## config.mk

```make
export PLATFORM = sky130hd
export DESIGN_NAME = ttf_ctrl
export DESIGN_NICKNAME = d
export VERILOG_FILES = /design/src/design/ttf_pkg.sv /design/src/design/ttf_ctrl.sv
export SDC_FILE = /design/constraint.sdc
export NUM_CORES = 1
export LEC_CHECK = 0
export BUFFER_PORTS_ARGS = -buffer_cell sky130_fd_sc_hd__clkbuf_2
export CAP_MARGIN = 20
export CORE_ASPECT_RATIO = 2
export CORE_MARGIN = 1
export CORE_UTILIZATION = 42
export CTS_CLUSTER_SIZE = 16
export DETAILED_ROUTE_END_ITERATION = 6
export PLACE_DENSITY = 0.65
export SLEW_MARGIN = 5
export SYNTH_ARGS = -nofsm -noshare
export SYNTH_HDL_FRONTEND = slang
export SYNTH_SLANG_ARGS = --single-unit
export TNS_END_PERCENT = 50
```

## constraint.sdc

```tcl
create_clock -name clk -period 2.2 [get_ports clk]
set_input_delay 0.22 -clock clk [delete_from_list [all_inputs] [get_ports clk]]
set_output_delay 0.22 -clock clk [all_outputs]
set_load 0.05 [all_outputs]
```

## src/design/ttf_pkg.sv

```systemverilog
// ttf_pkg: shared constants and command/status types for the tangent frame core
// used by ttf_ctrl, ttf_dp and triangle_tangent_frame_core; no dependencies
`default_nettype none
package ttf_pkg;

	localparam int COORD_WIDTH_DEF = 32;
	localparam int FIELD_W         = 32;
	localparam int IN_FIELDS       = 5;
	localparam int OUT_W           = 16;
	localparam int OUT_COMPS       = 6;
	localparam int NORM_BITS       = 31;
	localparam int FRAC_BITS       = 14;
	localparam int QUO_W           = FRAC_BITS + 1;
	localparam int QIDX_W          = $clog2(QUO_W);
	localparam int SUM_W           = 64;
	localparam int LEN_W           = SUM_W / 2;
	localparam int REM_W           = NORM_BITS + FRAC_BITS + 1;
	localparam int STEP_W          = $clog2(SUM_W / 2);
	localparam int SEL_W           = 5;

	localparam logic [STEP_W-1:0] SQRT_LAST_STEP = STEP_W'(SUM_W / 2 - 1);
	localparam logic [STEP_W-1:0] DIV_LAST_STEP  = STEP_W'(QUO_W - 1);
	localparam logic [1:0]        COMP_LAST      = 2'd2;

	// multiplier schedule: det pair, tangent pairs, bitangent pairs, squares
	localparam logic [SEL_W-1:0] MUL_DET_FIRST  = 5'd0;
	localparam logic [SEL_W-1:0] MUL_T_FIRST    = 5'd2;
	localparam logic [SEL_W-1:0] MUL_B_FIRST    = 5'd8;
	localparam logic [SEL_W-1:0] MUL_CROSS_LAST = 5'd13;
	localparam logic [SEL_W-1:0] MUL_SQ_FIRST   = 5'd14;

	typedef struct packed {
		logic              hold_wr;
		logic              corner;
		logic              delta_ld;
		logic              mul_go;
		logic [SEL_W-1:0]  mul_sel;
		logic              vec;
		logic [1:0]        comp;
		logic [STEP_W-1:0] step;
		logic              lz_init;
		logic              lz_step;
		logic              shift_go;
		logic              sqrt_init;
		logic              sqrt_step;
		logic              div_init;
		logic              div_step;
		logic              div_wr;
		logic              zero_vec;
		logic              det_zero_wr;
		logic              out_ld;
	} ttf_cmd_t;

	typedef struct packed {
		logic det_zero;
		logic vec_zero;
		logic lz_done;
	} ttf_sts_t;

endpackage
`default_nettype wire

```

## src/design/ttf_ctrl.sv

```systemverilog
// ttf_ctrl: corner counter, sequencer and output valid for the tangent frame core
// depends on ttf_pkg
`default_nettype none
module ttf_ctrl
	import ttf_pkg::*;
(
	input  wire logic     clk,
	input  wire logic     arst_n,
	input  wire logic     s_valid,
	output logic          s_ready,
	output logic          m_valid,
	input  wire logic     m_ready,
	input  wire ttf_sts_t sts,
	output ttf_cmd_t      cmd
);

	localparam logic [3:0] S_IDLE  = 4'd0;
	localparam logic [3:0] S_MUL   = 4'd1;
	localparam logic [3:0] S_MDRN  = 4'd2;
	localparam logic [3:0] S_DETC  = 4'd3;
	localparam logic [3:0] S_LZI   = 4'd4;
	localparam logic [3:0] S_LZ    = 4'd5;
	localparam logic [3:0] S_SHIFT = 4'd6;
	localparam logic [3:0] S_SQ    = 4'd7;
	localparam logic [3:0] S_SQDRN = 4'd8;
	localparam logic [3:0] S_SQI   = 4'd9;
	localparam logic [3:0] S_SQRT  = 4'd10;
	localparam logic [3:0] S_DIVI  = 4'd11;
	localparam logic [3:0] S_DIV   = 4'd12;
	localparam logic [3:0] S_DIVW  = 4'd13;
	localparam logic [3:0] S_NEXT  = 4'd14;
	localparam logic [3:0] S_FIN   = 4'd15;

	logic [3:0]        state_q, state_d;
	logic [1:0]        cnt_q;
	logic [SEL_W-1:0]  k_q;
	logic [1:0]        i_q;
	logic [STEP_W-1:0] step_q;
	logic              vec_q;
	logic              m_valid_q;
	logic              accept;

	assign s_ready = (state_q == S_IDLE);
	assign accept  = s_valid && s_ready;
	assign m_valid = m_valid_q;

	always_comb begin
		cmd         = '0;
		cmd.corner  = cnt_q[0];
		cmd.vec     = vec_q;
		cmd.comp    = i_q;
		cmd.step    = step_q;
		cmd.mul_sel = k_q;
		state_d     = state_q;
		case (state_q)
			S_IDLE: begin
				if (accept) begin
					if (!cnt_q[1]) begin
						cmd.hold_wr = 1'b1;
					end else begin
						cmd.delta_ld = 1'b1;
						state_d      = S_MUL;
					end
				end
			end
			S_MUL: begin
				cmd.mul_go = 1'b1;
				if (k_q == MUL_CROSS_LAST) state_d = S_MDRN;
			end
			S_MDRN: state_d = S_DETC;
			S_DETC: begin
				if (sts.det_zero) begin
					cmd.det_zero_wr = 1'b1;
					state_d         = S_FIN;
				end else begin
					state_d = S_LZI;
				end
			end
			S_LZI: begin
				cmd.lz_init = 1'b1;
				state_d     = S_LZ;
			end
			S_LZ: begin
				if (sts.vec_zero) begin
					cmd.zero_vec = 1'b1;
					state_d      = S_NEXT;
				end else if (sts.lz_done) begin
					state_d = S_SHIFT;
				end else begin
					cmd.lz_step = 1'b1;
				end
			end
			S_SHIFT: begin
				cmd.shift_go = 1'b1;
				if (i_q == COMP_LAST) state_d = S_SQ;
			end
			S_SQ: begin
				cmd.mul_go  = 1'b1;
				cmd.mul_sel = MUL_SQ_FIRST + SEL_W'(i_q);
				if (i_q == COMP_LAST) state_d = S_SQDRN;
			end
			S_SQDRN: state_d = S_SQI;
			S_SQI: begin
				cmd.sqrt_init = 1'b1;
				state_d       = S_SQRT;
			end
			S_SQRT: begin
				cmd.sqrt_step = 1'b1;
				if (step_q == '0) state_d = S_DIVI;
			end
			S_DIVI: begin
				cmd.div_init = 1'b1;
				state_d      = S_DIV;
			end
			S_DIV: begin
				cmd.div_step = 1'b1;
				if (step_q == '0) state_d = S_DIVW;
			end
			S_DIVW: begin
				cmd.div_wr = 1'b1;
				state_d    = (i_q == COMP_LAST) ? S_NEXT : S_DIVI;
			end
			S_NEXT: state_d = vec_q ? S_FIN : S_LZI;
			S_FIN: begin
				if (!m_valid_q || m_ready) begin
					cmd.out_ld = 1'b1;
					state_d    = S_IDLE;
				end
			end
			default: state_d = S_IDLE;
		endcase
	end

	always_ff @(posedge clk or negedge arst_n) begin
		if (!arst_n) begin
			state_q   <= S_IDLE;
			cnt_q     <= '0;
			k_q       <= '0;
			i_q       <= '0;
			step_q    <= '0;
			vec_q     <= 1'b0;
			m_valid_q <= 1'b0;
		end else begin
			state_q <= state_d;
			if (cmd.hold_wr) cnt_q <= cnt_q + 2'd1;
			else if (cmd.delta_ld) cnt_q <= '0;
			if (cmd.delta_ld) k_q <= MUL_DET_FIRST;
			else if (state_q == S_MUL) k_q <= k_q + SEL_W'(1);
			if (state_q == S_LZI) begin
				i_q <= '0;
			end else if (state_q == S_SHIFT || state_q == S_SQ || state_q == S_DIVW) begin
				i_q <= (i_q == COMP_LAST) ? 2'd0 : i_q + 2'd1;
			end
			if (state_q == S_SQI) step_q <= SQRT_LAST_STEP;
			else if (state_q == S_DIVI) step_q <= DIV_LAST_STEP;
			else if (state_q == S_SQRT || state_q == S_DIV) step_q <= step_q - STEP_W'(1);
			if (cmd.delta_ld) vec_q <= 1'b0;
			else if (state_q == S_NEXT) vec_q <= 1'b1;
			if (cmd.out_ld) m_valid_q <= 1'b1;
			else if (m_ready) m_valid_q <= 1'b0;
		end
	end

endmodule
`default_nettype wire

```

==> metrics.cfg <==
[placed_design]
place_ws_ns=0.291
hpwl_mm=2.99
io_buffer_count=36
gp_congestion=0.875

[cts]
numClockSinks=20
ctsLongestPathBuffers=2
clk_latency_ns=0.26
cts.clk_slew.worst_paths_ns=0.08
cts_tree=done
cts-root-buf=clkbuf_8
cts_max_level=1
cts_made_buffers=3
postCtsSetupBuffers=0

[global_route]
grt_start_max_net_pins=21
first_global_vias=1408
grtUsageTotal=0.224
grt-ovfl-total=0
antenna_found_initial=0
grt_pass1_wl_mm=6.38

[route]
drt_iter0_markers=54
num_vias=1470
routed_wl_mm=3.89
drt-pass1-iter-count=7
avgViaCountPerCell=5.90
wl_per_cell_um=15.6
drc=3
drtAntennaViolNets=0

[sta]
max_clock_freq_mhz=483
fin_crit_sh=0.942
final.min_clock_period_ns=2.07
setup_viol=0
finalMaxSlewViolations=0
worst_slack_ns=0.129
whs_ns=0.236
tightest_slew_ns=0.533
fin_worst_skew_ns=0.00509
rsz0062_at_grt=no
maxSlewHeadroom=0.645
finalHoldViolations=0

[setup_path]
required_ns=1.98
r2r_slack_ns=0.36
r2r-start=step_q[0]$_DFFE_PN0P_
critPathCaptureType=output pin
crit_fanout=16
r2r_end=state_q[0]$_DFFE_PN0P_
path_class=reg -> out
start_kind=flop
reg2reg_depth=6
endpoint=cmd[20]
crit_start=state_q[3]$_DFFE_PN0P_
critPathArrivalTime_ns=1.85

[logic_synthesis]
synth_ff_type=dfrtp_1
synth_edf_count=0
ys_warn_count=0
async_flop_share=1.00
synthTopCellsByArea=dfrtp_1 34%, nand2_1 7.1%, o21ai_0 5.1%
syn_area_um2=1470
synth_top_area_frac=0.340
synthesis.nets=192
netlist_instances=182
yosysUniqueCellTypes=51
ys_seq_area_frac=0.340
yosys.area.top_type=dfrtp_1
synth-seq-cells=20
avgSynthCellArea_um2=8.08

[floorplan]
die_x_um=43.9
core_area_um2=3380
rows=30
die_h_um=85.7
initial_core_util=0.436
dieArea_um2=3760
io_pins=37

[outcome]
outcome=complete, but fails checks
violations=DRC

[worst_hold_path]
min_delay_path_depth=3
hp-class=in -> reg

[final_layout]
drive_gt1_frac=0.304
final_common_cell=clkbuf_2
post-route-util=0.519
num_antenna_cells=0
final_cell_mix=36 x clkbuf_2, 28 x nand2_1, 18 x nor2_1
fin_nets=228
area_growth_pct=19.1

[pwr]
ir_worst_vdd_mv=0.421
p_leak_nw=0.773
power.density_nw_per_um2=382

[run]
cap_viol_max_count=0

-- power by group --
| part | internal, mW | switching, mW |
|---|---|---|
| Sequential | 0.367 | 0.0000000000000000407 |
| Clock | 0.159 | 0.126 |
| Combinational | 0.00594 | 0.0116 |
| Total | 0.533 | 0.138 |
-- cells in the mapped netlist, drive strengths merged (2+ instances only) --
master	n
nand2	28
dfrtp	20
nor2	20
o21ai	15
buf	10
a31oi	9
inv	7
a21oi	6
nor2b	5
clkbuf	4
nand2b	4
nor3	4
xor2	4
and2	3
ha	3
mux2	3
nand3	3
nand4	3
nor4	3
o22a	3
o22ai	3
a21boi	2
a22oi	2
and3	2
or3	2
-- what timing repair did --
item	4_1_cts	5_1_grt
setup endpoints to repair	1	6
resized for setup	1	2
hold buffers	1	0
cloned	0	0
endpoints found under the hold margin	20	0
pin swaps	0	0
-- worst min-delay path by stage --
stage	from	to	slack [ns]
after floorplan	arst_n	cnt_q[0]$_DFFE_PN0P_	-0.08
after global placement	arst_n	k_q[3]$_DFFE_PN0P_	0.22
after detailed placement	arst_n	k_q[3]$_DFFE_PN0P_	0.22
after CTS	s_valid	cnt_q[1]$_DFFE_PN0P_	0.24
after global routing	s_valid	cnt_q[1]$_DFFE_PN0P_	0.25
final	s_valid	cnt_q[1]$_DFFE_PN0P_	0.24
-- cell families (layout without fill, tap and decap cells) --
family,Yosys count,after routing,share of synthesized area
compound gates,47,47,0.213
mux,4,4,0.0323
fa+ha+maj,3,3,0.0255
simple gates,81,81,0.281
buf+inv,22,57,0.0782
xor+xnor,5,5,0.0298
flops,20,20,0.340
-- metal layers --
layer  vias up  global-route usage  part of all wire
met5         -                   0                 0
met4         0              0.0854             0.018
met3         8              0.0253             0.051
met2        57               0.427              0.55
met1       697               0.235              0.38
li1        708                   -                 -
-- through the flow --
step	power, mW	cells	cell area [um^2]	setup TNS [ns]
6_report	0.670	249	1750	0
4_1_cts	0.681	249	1750	0
5_1_grt	0.694	249	1750	0
2_1_floorplan	0.376	182	1490	-1.00
3_5_place_dp	0.391	244	1680	0
3_3_place_gp	0.392	244	1680	0
-- final cells by class --
| type | instances | area [um^2] |
|---|---|---|
| inverter | 8 | 30.0 |
| multi-input combinational | 140 | 873 |
| fill | 337 | 1630 |
| timing repair buffer | 45 | 250 |
| sequential | 20 | 504 |
| clock buffer | 4 | 55.1 |
| tap | 32 | 40.0 |
-- sequential cells by signal, indices dropped and copies added (netlist names) --
name	flops
cnt_q	2
i_q	2
k_q	5
vec_q	1
m_valid	1
step_q	5
state_q	4
-- critical path, cell delays in order (launching register included) --
cell and delay, ns:
dfrtp_2 0.53, nand2b_2 0.29, or3_1 0.39, a21boi_0 0.13, clkbuf_2 0.25
Note: power is estimated with default switching activity, not from simulation.
